**src/hw/rtl/alu8f_pkg.sv**
```systemverilog
`timescale 1ns / 1ps
// ----------------------------------------------------------------------------
// alu8f_pkg
// Shared types and constants of the 8-bit CPU execute unit: the operation
// codes, the flag bit positions, the decimal adjust constants and the
// request and response item structures.
// ----------------------------------------------------------------------------
package alu8f_pkg;

   // Operation codes.
   localparam logic [4:0] MODE_ADD     = 5'd0;
   localparam logic [4:0] MODE_ADC     = 5'd1;
   localparam logic [4:0] MODE_SUB     = 5'd2;
   localparam logic [4:0] MODE_SBC     = 5'd3;
   localparam logic [4:0] MODE_AND     = 5'd4;
   localparam logic [4:0] MODE_XOR     = 5'd5;
   localparam logic [4:0] MODE_OR      = 5'd6;
   localparam logic [4:0] MODE_CP      = 5'd7;
   localparam logic [4:0] MODE_INC     = 5'd8;
   localparam logic [4:0] MODE_DEC     = 5'd9;
   localparam logic [4:0] MODE_RLC     = 5'd10;
   localparam logic [4:0] MODE_RRC     = 5'd11;
   localparam logic [4:0] MODE_RL      = 5'd12;
   localparam logic [4:0] MODE_RR      = 5'd13;
   localparam logic [4:0] MODE_SLA     = 5'd14;
   localparam logic [4:0] MODE_SRA     = 5'd15;
   localparam logic [4:0] MODE_SWAP    = 5'd16;
   localparam logic [4:0] MODE_SRL     = 5'd17;
   localparam logic [4:0] MODE_BIT     = 5'd18;
   localparam logic [4:0] MODE_RES     = 5'd19;
   localparam logic [4:0] MODE_SET     = 5'd20;
   localparam logic [4:0] MODE_DAA     = 5'd21;
   localparam logic [4:0] MODE_CPL     = 5'd22;
   localparam logic [4:0] MODE_SCF     = 5'd23;
   localparam logic [4:0] MODE_CCF     = 5'd24;
   localparam logic [4:0] MODE_ADD16   = 5'd25;
   localparam logic [4:0] MODE_SP_PLUS = 5'd26;
   localparam logic [4:0] MODE_RLCA    = 5'd27;
   localparam logic [4:0] MODE_RRCA    = 5'd28;
   localparam logic [4:0] MODE_RLA     = 5'd29;
   localparam logic [4:0] MODE_RRA     = 5'd30;
   localparam logic [4:0] MODE_UNUSED  = 5'd31;

   // Flag bit positions in the 4-bit flag word.
   localparam int unsigned FLAG_Z = 3;
   localparam int unsigned FLAG_N = 2;
   localparam int unsigned FLAG_H = 1;
   localparam int unsigned FLAG_C = 0;

   // Decimal adjust constants.
   localparam logic [7:0] DAA_HI_LIMIT = 8'h99;
   localparam logic [3:0] DAA_LO_LIMIT = 4'h9;
   localparam logic [7:0] DAA_ADJ_HI   = 8'h60;
   localparam logic [7:0] DAA_ADJ_LO   = 8'h06;

   // One request item.
   typedef struct packed {
      logic [4:0]  mode;
      logic [7:0]  accum;
      logic [7:0]  operand;
      logic [15:0] word_a;
      logic [15:0] word_b;
      logic [2:0]  bit_index;
      logic [3:0]  flags_in;
   } req_type;

   // One response item.
   typedef struct packed {
      logic [7:0]  result_byte;
      logic [15:0] result_word;
      logic [3:0]  flags_out;
   } rsp_type;

endpackage

```
**src/hw/rtl/alu8f_exec.sv**
```systemverilog
`timescale 1ns / 1ps
// ----------------------------------------------------------------------------
// alu8f_exec
// Combinational datapath of the execute unit: byte ALU, shifter, bit
// operations, decimal adjust and the two 16-bit adds, with flag generation.
// ----------------------------------------------------------------------------
module alu8f_exec (
   input  alu8f_pkg::req_type req,
   output alu8f_pkg::rsp_type rsp
);

   // Rotate or shift by one code: RLC RRC RL RR SLA SRA SWAP SRL.
   // Returns the carry out above the result byte.
   function automatic logic [8:0] shift_op(input logic [2:0] sel,
                                           input logic [7:0] v,
                                           input logic cin);
      logic [8:0] res;
      unique case (sel)
         3'd0: res = {v[7], v[6:0], v[7]};
         3'd1: res = {v[0], v[0], v[7:1]};
         3'd2: res = {v[7], v[6:0], cin};
         3'd3: res = {v[0], cin, v[7:1]};
         3'd4: res = {v[7], v[6:0], 1'b0};
         3'd5: res = {v[0], v[7], v[7:1]};
         3'd6: res = {1'b0, v[3:0], v[7:4]};
         3'd7: res = {v[0], 1'b0, v[7:1]};
      endcase
      return res;
   endfunction

   logic [7:0]  a;
   logic [7:0]  v;
   logic [3:0]  f;
   logic        cf;
   logic        cin;
   logic [8:0]  sum9;
   logic [4:0]  sum_lo;
   logic [8:0]  diff9;
   logic [4:0]  diff_lo;
   logic [7:0]  bit_mask;
   logic [4:0]  cb_sel;
   logic [4:0]  acc_sel;
   logic [8:0]  cb_out;
   logic [8:0]  acc_out;
   logic [7:0]  daa_adj;
   logic        daa_c;
   logic [7:0]  daa_res;
   logic [16:0] add16_sum;
   logic [12:0] add16_lo;
   logic [15:0] sp_sum;
   logic [4:0]  sp_lo;
   logic [8:0]  sp_byte;
   logic [7:0]  rb;
   logic [15:0] rw;
   logic [3:0]  fo;

   assign a  = req.accum;
   assign v  = req.operand;
   assign f  = req.flags_in;
   assign cf = f[alu8f_pkg::FLAG_C];

   // Carry in for ADC and SBC only.
   assign cin = ((req.mode == alu8f_pkg::MODE_ADC) || (req.mode == alu8f_pkg::MODE_SBC))
                ? cf : 1'b0;

   // Byte add and subtract with nibble carries.
   assign sum9    = {1'b0, a} + {1'b0, v} + {8'd0, cin};
   assign sum_lo  = {1'b0, a[3:0]} + {1'b0, v[3:0]} + {4'd0, cin};
   assign diff9   = {1'b0, a} - {1'b0, v} - {8'd0, cin};
   assign diff_lo = {1'b0, a[3:0]} - {1'b0, v[3:0]} - {4'd0, cin};

   // Single-bit mask for BIT, RES and SET.
   assign bit_mask = 8'd1 << req.bit_index;

   // Shifter for the CB group on the operand and the accumulator rotates.
   assign cb_sel  = req.mode - alu8f_pkg::MODE_RLC;
   assign acc_sel = req.mode - alu8f_pkg::MODE_RLCA;
   assign cb_out  = shift_op(cb_sel[2:0], v, cf);
   assign acc_out = shift_op(acc_sel[2:0], a, cf);

   // Decimal adjust after an add or a subtract.
   always_comb begin
      daa_adj = 8'd0;
      daa_c   = cf;
      if (!f[alu8f_pkg::FLAG_N]) begin
         if (cf || (a > alu8f_pkg::DAA_HI_LIMIT)) begin
            daa_adj = daa_adj | alu8f_pkg::DAA_ADJ_HI;
            daa_c   = 1'b1;
         end
         if (f[alu8f_pkg::FLAG_H] || (a[3:0] > alu8f_pkg::DAA_LO_LIMIT)) begin
            daa_adj = daa_adj | alu8f_pkg::DAA_ADJ_LO;
         end
         daa_res = a + daa_adj;
      end else begin
         if (cf) begin
            daa_adj = daa_adj | alu8f_pkg::DAA_ADJ_HI;
         end
         if (f[alu8f_pkg::FLAG_H]) begin
            daa_adj = daa_adj | alu8f_pkg::DAA_ADJ_LO;
         end
         daa_res = a - daa_adj;
      end
   end

   // 16-bit adds: HL plus a pair, and SP plus a signed byte offset.
   assign add16_sum = {1'b0, req.word_a} + {1'b0, req.word_b};
   assign add16_lo  = {1'b0, req.word_a[11:0]} + {1'b0, req.word_b[11:0]};
   assign sp_sum    = req.word_a + {{8{v[7]}}, v};
   assign sp_lo     = {1'b0, req.word_a[3:0]} + {1'b0, v[3:0]};
   assign sp_byte   = {1'b0, req.word_a[7:0]} + {1'b0, v};

   // Result selection and flags.
   always_comb begin
      rb = a;
      rw = 16'd0;
      fo = f;
      unique case (req.mode)
         alu8f_pkg::MODE_ADD, alu8f_pkg::MODE_ADC: begin
            rb = sum9[7:0];
            fo = {(sum9[7:0] == 8'd0), 1'b0, sum_lo[4], sum9[8]};
         end
         alu8f_pkg::MODE_SUB, alu8f_pkg::MODE_SBC: begin
            rb = diff9[7:0];
            fo = {(diff9[7:0] == 8'd0), 1'b1, diff_lo[4], diff9[8]};
         end
         alu8f_pkg::MODE_CP: begin
            fo = {(diff9[7:0] == 8'd0), 1'b1, diff_lo[4], diff9[8]};
         end
         alu8f_pkg::MODE_AND: begin
            rb = a & v;
            fo = {((a & v) == 8'd0), 1'b0, 1'b1, 1'b0};
         end
         alu8f_pkg::MODE_XOR: begin
            rb = a ^ v;
            fo = {((a ^ v) == 8'd0), 3'b000};
         end
         alu8f_pkg::MODE_OR: begin
            rb = a | v;
            fo = {((a | v) == 8'd0), 3'b000};
         end
         alu8f_pkg::MODE_INC: begin
            rb = v + 8'd1;
            fo = {(v == 8'hFF), 1'b0, (v[3:0] == 4'hF), cf};
         end
         alu8f_pkg::MODE_DEC: begin
            rb = v - 8'd1;
            fo = {(v == 8'd1), 1'b1, (v[3:0] == 4'h0), cf};
         end
         alu8f_pkg::MODE_RLC, alu8f_pkg::MODE_RRC, alu8f_pkg::MODE_RL,
         alu8f_pkg::MODE_RR, alu8f_pkg::MODE_SLA, alu8f_pkg::MODE_SRA,
         alu8f_pkg::MODE_SWAP, alu8f_pkg::MODE_SRL: begin
            rb = cb_out[7:0];
            fo = {(cb_out[7:0] == 8'd0), 2'b00, cb_out[8]};
         end
         alu8f_pkg::MODE_BIT: begin
            fo = {((v & bit_mask) == 8'd0), 1'b0, 1'b1, cf};
         end
         alu8f_pkg::MODE_RES: begin
            rb = v & ~bit_mask;
         end
         alu8f_pkg::MODE_SET: begin
            rb = v | bit_mask;
         end
         alu8f_pkg::MODE_DAA: begin
            rb = daa_res;
            fo = {(daa_res == 8'd0), f[alu8f_pkg::FLAG_N], 1'b0, daa_c};
         end
         alu8f_pkg::MODE_CPL: begin
            rb = ~a;
            fo = {f[alu8f_pkg::FLAG_Z], 1'b1, 1'b1, cf};
         end
         alu8f_pkg::MODE_SCF: begin
            fo = {f[alu8f_pkg::FLAG_Z], 2'b00, 1'b1};
         end
         alu8f_pkg::MODE_CCF: begin
            fo = {f[alu8f_pkg::FLAG_Z], 2'b00, ~cf};
         end
         alu8f_pkg::MODE_ADD16: begin
            rw = add16_sum[15:0];
            fo = {f[alu8f_pkg::FLAG_Z], 1'b0, add16_lo[12], add16_sum[16]};
         end
         alu8f_pkg::MODE_SP_PLUS: begin
            rw = sp_sum;
            fo = {2'b00, sp_lo[4], sp_byte[8]};
         end
         alu8f_pkg::MODE_RLCA, alu8f_pkg::MODE_RRCA, alu8f_pkg::MODE_RLA,
         alu8f_pkg::MODE_RRA: begin
            rb = acc_out[7:0];
            fo = {3'b000, acc_out[8]};
         end
         default: begin
            // The unused code passes the accumulator and flags through.
            rb = a;
            rw = 16'd0;
            fo = f;
         end
      endcase
   end

   assign rsp.result_byte = rb;
   assign rsp.result_word = rw;
   assign rsp.flags_out   = fo;

endmodule

```
**src/hw/rtl/eight_bit_cpu_alu_with_flags.sv**
```systemverilog
`timescale 1ns / 1ps
// ----------------------------------------------------------------------------
// eight_bit_cpu_alu_with_flags
// Execute unit of an 8-bit accumulator CPU with Z N H C flags, registered
// at its input and its output.
// ----------------------------------------------------------------------------
// The unit accepts one item in every clock cycle while req_stall is low, and
// returns exactly one response item for each, in order. An accepted item is
// held in the input register while the combinational datapath computes its
// result, which is then captured in the response register and presented on
// rsp_data until it is taken. A one-entry skid register behind the response
// register absorbs the item in flight when rsp_stall is raised; req_stall is
// raised only once that skid entry is in use and the input register cannot
// move, and it depends on registers only.
module eight_bit_cpu_alu_with_flags (
   input  logic               clock,
   input  logic               reset,
   input  logic               req_valid,
   output logic               req_stall,
   input  alu8f_pkg::req_type req_data,
   output logic               rsp_valid,
   input  logic               rsp_stall,
   output alu8f_pkg::rsp_type rsp_data
);

   logic               s1_valid_ff;
   logic               s1_valid_in;
   alu8f_pkg::req_type s1_data_ff;
   logic               req_accept;
   logic               s1_move;
   logic               out_ready;
   alu8f_pkg::rsp_type exec_rsp;
   logic               rsp_valid_ff;
   logic               rsp_valid_in;
   alu8f_pkg::rsp_type rsp_data_ff;
   alu8f_pkg::rsp_type rsp_data_in;
   logic               skid_valid_ff;
   logic               skid_valid_in;
   alu8f_pkg::rsp_type skid_data_ff;
   alu8f_pkg::rsp_type skid_data_in;
   logic               out_free;

   // Input stage handshake: the stage moves whenever the skid entry is free.
   assign out_ready  = ~skid_valid_ff;
   assign s1_move    = s1_valid_ff & out_ready;
   assign req_stall  = s1_valid_ff & ~out_ready;
   assign req_accept = req_valid & ~req_stall;
   assign s1_valid_in = req_accept | (s1_valid_ff & ~s1_move);

   // Input register.
   always_ff @(posedge clock) begin
      if (reset) begin
         s1_valid_ff <= 1'b0;
      end else begin
         s1_valid_ff <= s1_valid_in;
      end
      if (req_accept) begin
         s1_data_ff <= req_data;
      end
   end

   // Datapath.
   alu8f_exec u_exec (
      .req (s1_data_ff),
      .rsp (exec_rsp)
   );

   // Output register and skid entry. The output register is free when it is
   // empty or its item is taken in this cycle; it then refills from the skid
   // entry first, so order is kept.
   assign out_free = ~rsp_valid_ff | ~rsp_stall;

   always_comb begin
      rsp_valid_in  = rsp_valid_ff;
      rsp_data_in   = rsp_data_ff;
      skid_valid_in = skid_valid_ff;
      skid_data_in  = skid_data_ff;
      if (out_free) begin
         if (skid_valid_ff) begin
            rsp_valid_in  = 1'b1;
            rsp_data_in   = skid_data_ff;
            skid_valid_in = 1'b0;
         end else begin
            rsp_valid_in = s1_move;
            rsp_data_in  = exec_rsp;
         end
      end else if (s1_move) begin
         skid_valid_in = 1'b1;
         skid_data_in  = exec_rsp;
      end
   end

   always_ff @(posedge clock) begin
      if (reset) begin
         rsp_valid_ff  <= 1'b0;
         skid_valid_ff <= 1'b0;
      end else begin
         rsp_valid_ff  <= rsp_valid_in;
         skid_valid_ff <= skid_valid_in;
      end
      rsp_data_ff  <= rsp_data_in;
      skid_data_ff <= skid_data_in;
   end

   assign rsp_valid = rsp_valid_ff;
   assign rsp_data  = rsp_data_ff;

`ifndef ASSERT_OFF
   // The skid entry is only ever used behind a held response.
   a_skid_behind_rsp: assert property (@(posedge clock) disable iff (reset)
      skid_valid_ff |-> rsp_valid_ff)
      else $error("skid entry valid while response register is empty");

   // An accepted item always lands in the input register.
   a_accept_loads: assert property (@(posedge clock) disable iff (reset)
      req_accept |=> s1_valid_ff)
      else $error("accepted item not held in input register");

   // An input item that cannot move keeps its contents.
   a_s1_holds: assert property (@(posedge clock) disable iff (reset)
      (s1_valid_ff && !s1_move) |=> (s1_valid_ff && $stable(s1_data_ff)))
      else $error("blocked input item was lost or changed");

   // A result that arrives behind a stalled response goes into the skid entry.
   a_skid_catches: assert property (@(posedge clock) disable iff (reset)
      (rsp_valid_ff && rsp_stall && s1_move) |=> skid_valid_ff)
      else $error("result in flight dropped under response stall");
`endif

endmodule
```
**config.mk**
```make
export PLATFORM = sky130hd
export DESIGN_NAME = eight_bit_cpu_alu_with_flags
export DESIGN_NICKNAME = d
export VERILOG_FILES = /design/src/hw/rtl/alu8f_pkg.sv /design/src/hw/rtl/alu8f_exec.sv /design/src/hw/rtl/eight_bit_cpu_alu_with_flags.sv
export SDC_FILE = /design/constraint.sdc
export NUM_CORES = 1
export LEC_CHECK = 0
export ABC_AREA = 1
export BUFFER_PORTS_ARGS = -buffer_cell sky130_fd_sc_hd__buf_2
export CAP_MARGIN = 20
export CORE_AREA = 2 2 154 171
export CTS_BUF_LIST = sky130_fd_sc_hd__clkbuf_16
export DETAILED_ROUTE_END_ITERATION = 12
export DIE_AREA = 0 0 156 173
export MAX_ROUTING_LAYER = met4
export SYNTH_ARGS = -nofsm -noshare
export SYNTH_HDL_FRONTEND = slang
export SYNTH_SLANG_ARGS = --single-unit
```
**constraint.sdc**
```tcl
create_clock -name clock -period 3.9 [get_ports clock]
set_input_delay 0.585 -clock clock [delete_from_list [all_inputs] [get_ports clock]]
set_output_delay 0.585 -clock clock [all_outputs]
set_load 0.03 [all_outputs]
```
==> results.cfg <==
[worst_setup_path]
cpPeakStageDelay_ps = 520
rr_worst_depth = 18
path_cells = nor2_2 > inv_2 > nor2_2 > nand3_1 > fa_1 > fa_1 > inv_1 > nand2_1 > nand2_1 > nand2_1 > xor2_1 > nor2_1 > nand4_1 > nand2_1 > nor2_1 > nand3_1 > nand2_1 > nand2_1
crit_path_top_delay_cell = fa_1
cp_common_cell = nand2_1
worst_setup_path_start_kind = flop
required_ps = 4080
crit_path_max_fanout = 6
cp.arrival_ps = 3580
cp-end-kind = flop
critPathKind = flop to flop

[die]
fp-row-count = 61
num_io_pins = 94
die_w_um = 156
initial_core_util_pct = 37.8
die-area_mm2 = 0.0270
die_h_um = 173
design.core.area_mm2 = 0.0251

[clock_network]
cts_tree = done
clock_sinks = 119
clk_latency_ps = 430
cts.clk_slew.worst_paths_ps = 60
htreeDepth = 4
root_buffer = clkbuf_16
holdBufCountCts = 0
cts_buffers = 17
postCtsSetupBuffers = 0
clockBufferDepth = 2
post_cts_resized = 0

[drt]
drc = 0
drt_iter0_markers = 817
avgRoutedWirePerCell_um = 18.5
first_pass_iters = 5
routed-via-count = 8969
wl_um = 31300
detail-route-antenna-nets = 0
post_drt_via_cell_ratio = 5.30

[synthesis]
synth_seq_cells = 119
synth_flop_cell = edfxtp_1
syn-instance-count = 1241
yosysSeqAreaShare_pct = 37.4
synth_area_mm2 = 0.00948
synth-async-reset-ratio_pct = 0
ys.warnings.count = 0
syn_nets = 1385
synth_cell_types = 53
synth_edf_count = 116
avgSynthCellArea_um2 = 7.64

[finish]
nets = 1508
seq_area_mm2 = 0.00354
areaGrowthSynthToFinish_pct = 16.6
multiInputGateArea_mm2 = 0.00533
nFillCells = 2572
final_core_util_pct = 44.0
drive_gt1_share_pct = 16.4
antenna_cells = 0

[timing]
hold_viol_final = 0
skew_ps = 10.4
max_slew_margin_pct = 36.5
worst_pin_slew_ps = 952
rsz0062_at_grt = false
period_share_pct = 87.1
setup_tns_ps = 0
maxSlewViolCount = 0
post-route-min-period_ps = 3400
setup_viol = 0
max_freq_mhz = 294

[global_route]
grt_pass1_wl_um = 48200
grt_max_degree = 61
grt_pass1_vias = 8506
antenna_found_initial = 0
grtUsageTotal_pct = 24.2
grt_overflow = 0

[placed_design]
post-dp-hpwl_um = 24900
port_buffers = 93
gp_congestion = 0.989

[power_and_ir_drop]
p_leak_nw = 5.19
vdd_drop_max_mv = 0.273
p_per_area_mw_per_mm2 = 375

[flow_run]
drv_cap = 0

[min_path]
min_path_type = input port to flop
hold_depth = 1

[outcome]
outcome = finished, final reports clean
placed cells by master (no fill, tap or decap), types with 8 or more instances in the layout:
master,netlist,routed
or2_2,9,9
o21ai_0,63,63
nand3_1,113,113
o21ai_1,8,8
nand2_1,347,347
nand2_2,8,8
o22ai_1,8,8
nor2_1,118,116
edfxtp_1,116,116
nor3_1,20,20
inv_2,20,20
ha_1,74,74
a21oi_1,70,70
xor2_1,8,8
nand4_1,28,28
buf_2,9,93
clkbuf_16,0,17
buf_4,4,31
inv_1,106,107
nor2_2,9,10
worst paths after layout:
kind / slack [ps] / endpoint / from
worst min register to register: 510 / rsp_data[5] / skid_data_ff[5]
worst max-delay path: 500 / rsp_data[3] / s1_data_ff[58]
worst min-delay path: 330 / s1_data_ff[35] / req_data[35]
worst max register to register: 500 / rsp_data[3] / s1_data_ff[58]
state kept, by name, indices dropped and copies added, names as in the netlist:
name and flops:
skid_data_ff 28, s1_valid_ff 1, s1_data_ff 60, skid_valid_ff 1, rsp_data 28, rsp_valid 1
critical path, delay by kind of cell (launching register included):
| family | cells | cell delay [ps] |
|---|---|---|
| simple gates | 13 | 1360 |
| flops | 1 | 460 |
| buf+inv | 2 | 130 |
| xor+xnor | 1 | 230 |
| fa+ha+maj | 2 | 960 |
cells in the mapped netlist (20+ instances only):
| library cell | n | share of area [%] |
|---|---|---|
| edfxtp_1 | 116 | 37 |
| ha_1 | 74 | 9.8 |
| nor3_1 | 20 | 1.1 |
| a21oi_1 | 70 | 3.7 |
| inv_1 | 106 | 4.2 |
| o21ai_0 | 63 | 3.3 |
| inv_2 | 20 | 0.79 |
| nand3_1 | 113 | 6.0 |
| nand4_1 | 28 | 1.8 |
| nor2_1 | 118 | 4.7 |
| nand2_1 | 347 | 14 |
kinds of logic after synthesis:
group                      count (synthesis)  synth area share [%]
adders and majority gates                 80                  11.0
xor gates and xnor gates                  14                  1.29
DFF                                      119                  37.4
AOI/OAI and AO/OA                        190                  11.4
and+or+nand+nor                          684                  32.3
buffers and inverters                    154                  6.58
stage by stage:
| stage | hold WS, ps | area [um2] | worst slack (ps) | power (mW) | std cells |
|---|---|---|---|---|---|
| after global placement | 500 | 10500 | 638 | 2.59 | 1660 |
| after global routing | 319 | 11100 | 276 | 4.35 | 1692 |
| final | 329 | 11100 | 504 | 4.14 | 1692 |
| after floorplan | 469 | 9480 | 201 | 2.27 | 1241 |
| after detailed placement | 500 | 10500 | 568 | 2.59 | 1660 |
| after CTS | 317 | 11100 | 527 | 4.16 | 1692 |
layout make-up:
type	count	area share (%)
Clock inverter	15	1.38
Timing Repair Buffer	124	6.32
Sequential cell	119	32.1
Clock buffer	17	3.85
Inverter	134	4.66
Multi-Input combinational cell	968	48.2
Tap cell	315	3.56
power by group:
part           total, mW  internal, mW  switching [mW]
logic               1.03         0.330           0.701
clock network       1.57         0.941           0.625
registers           1.55          1.50          0.0456
per-layer routing:
layer	track usage (%)	up-vias	routed length, um
li1	-	4481	-
met1	34.9	4117	15100
met2	35.2	317	13400
met3	3.83	54	2060
met4	6.73	0	650
met5	-	-	0
No activity file was read; power rests on OpenSTA's default activity.
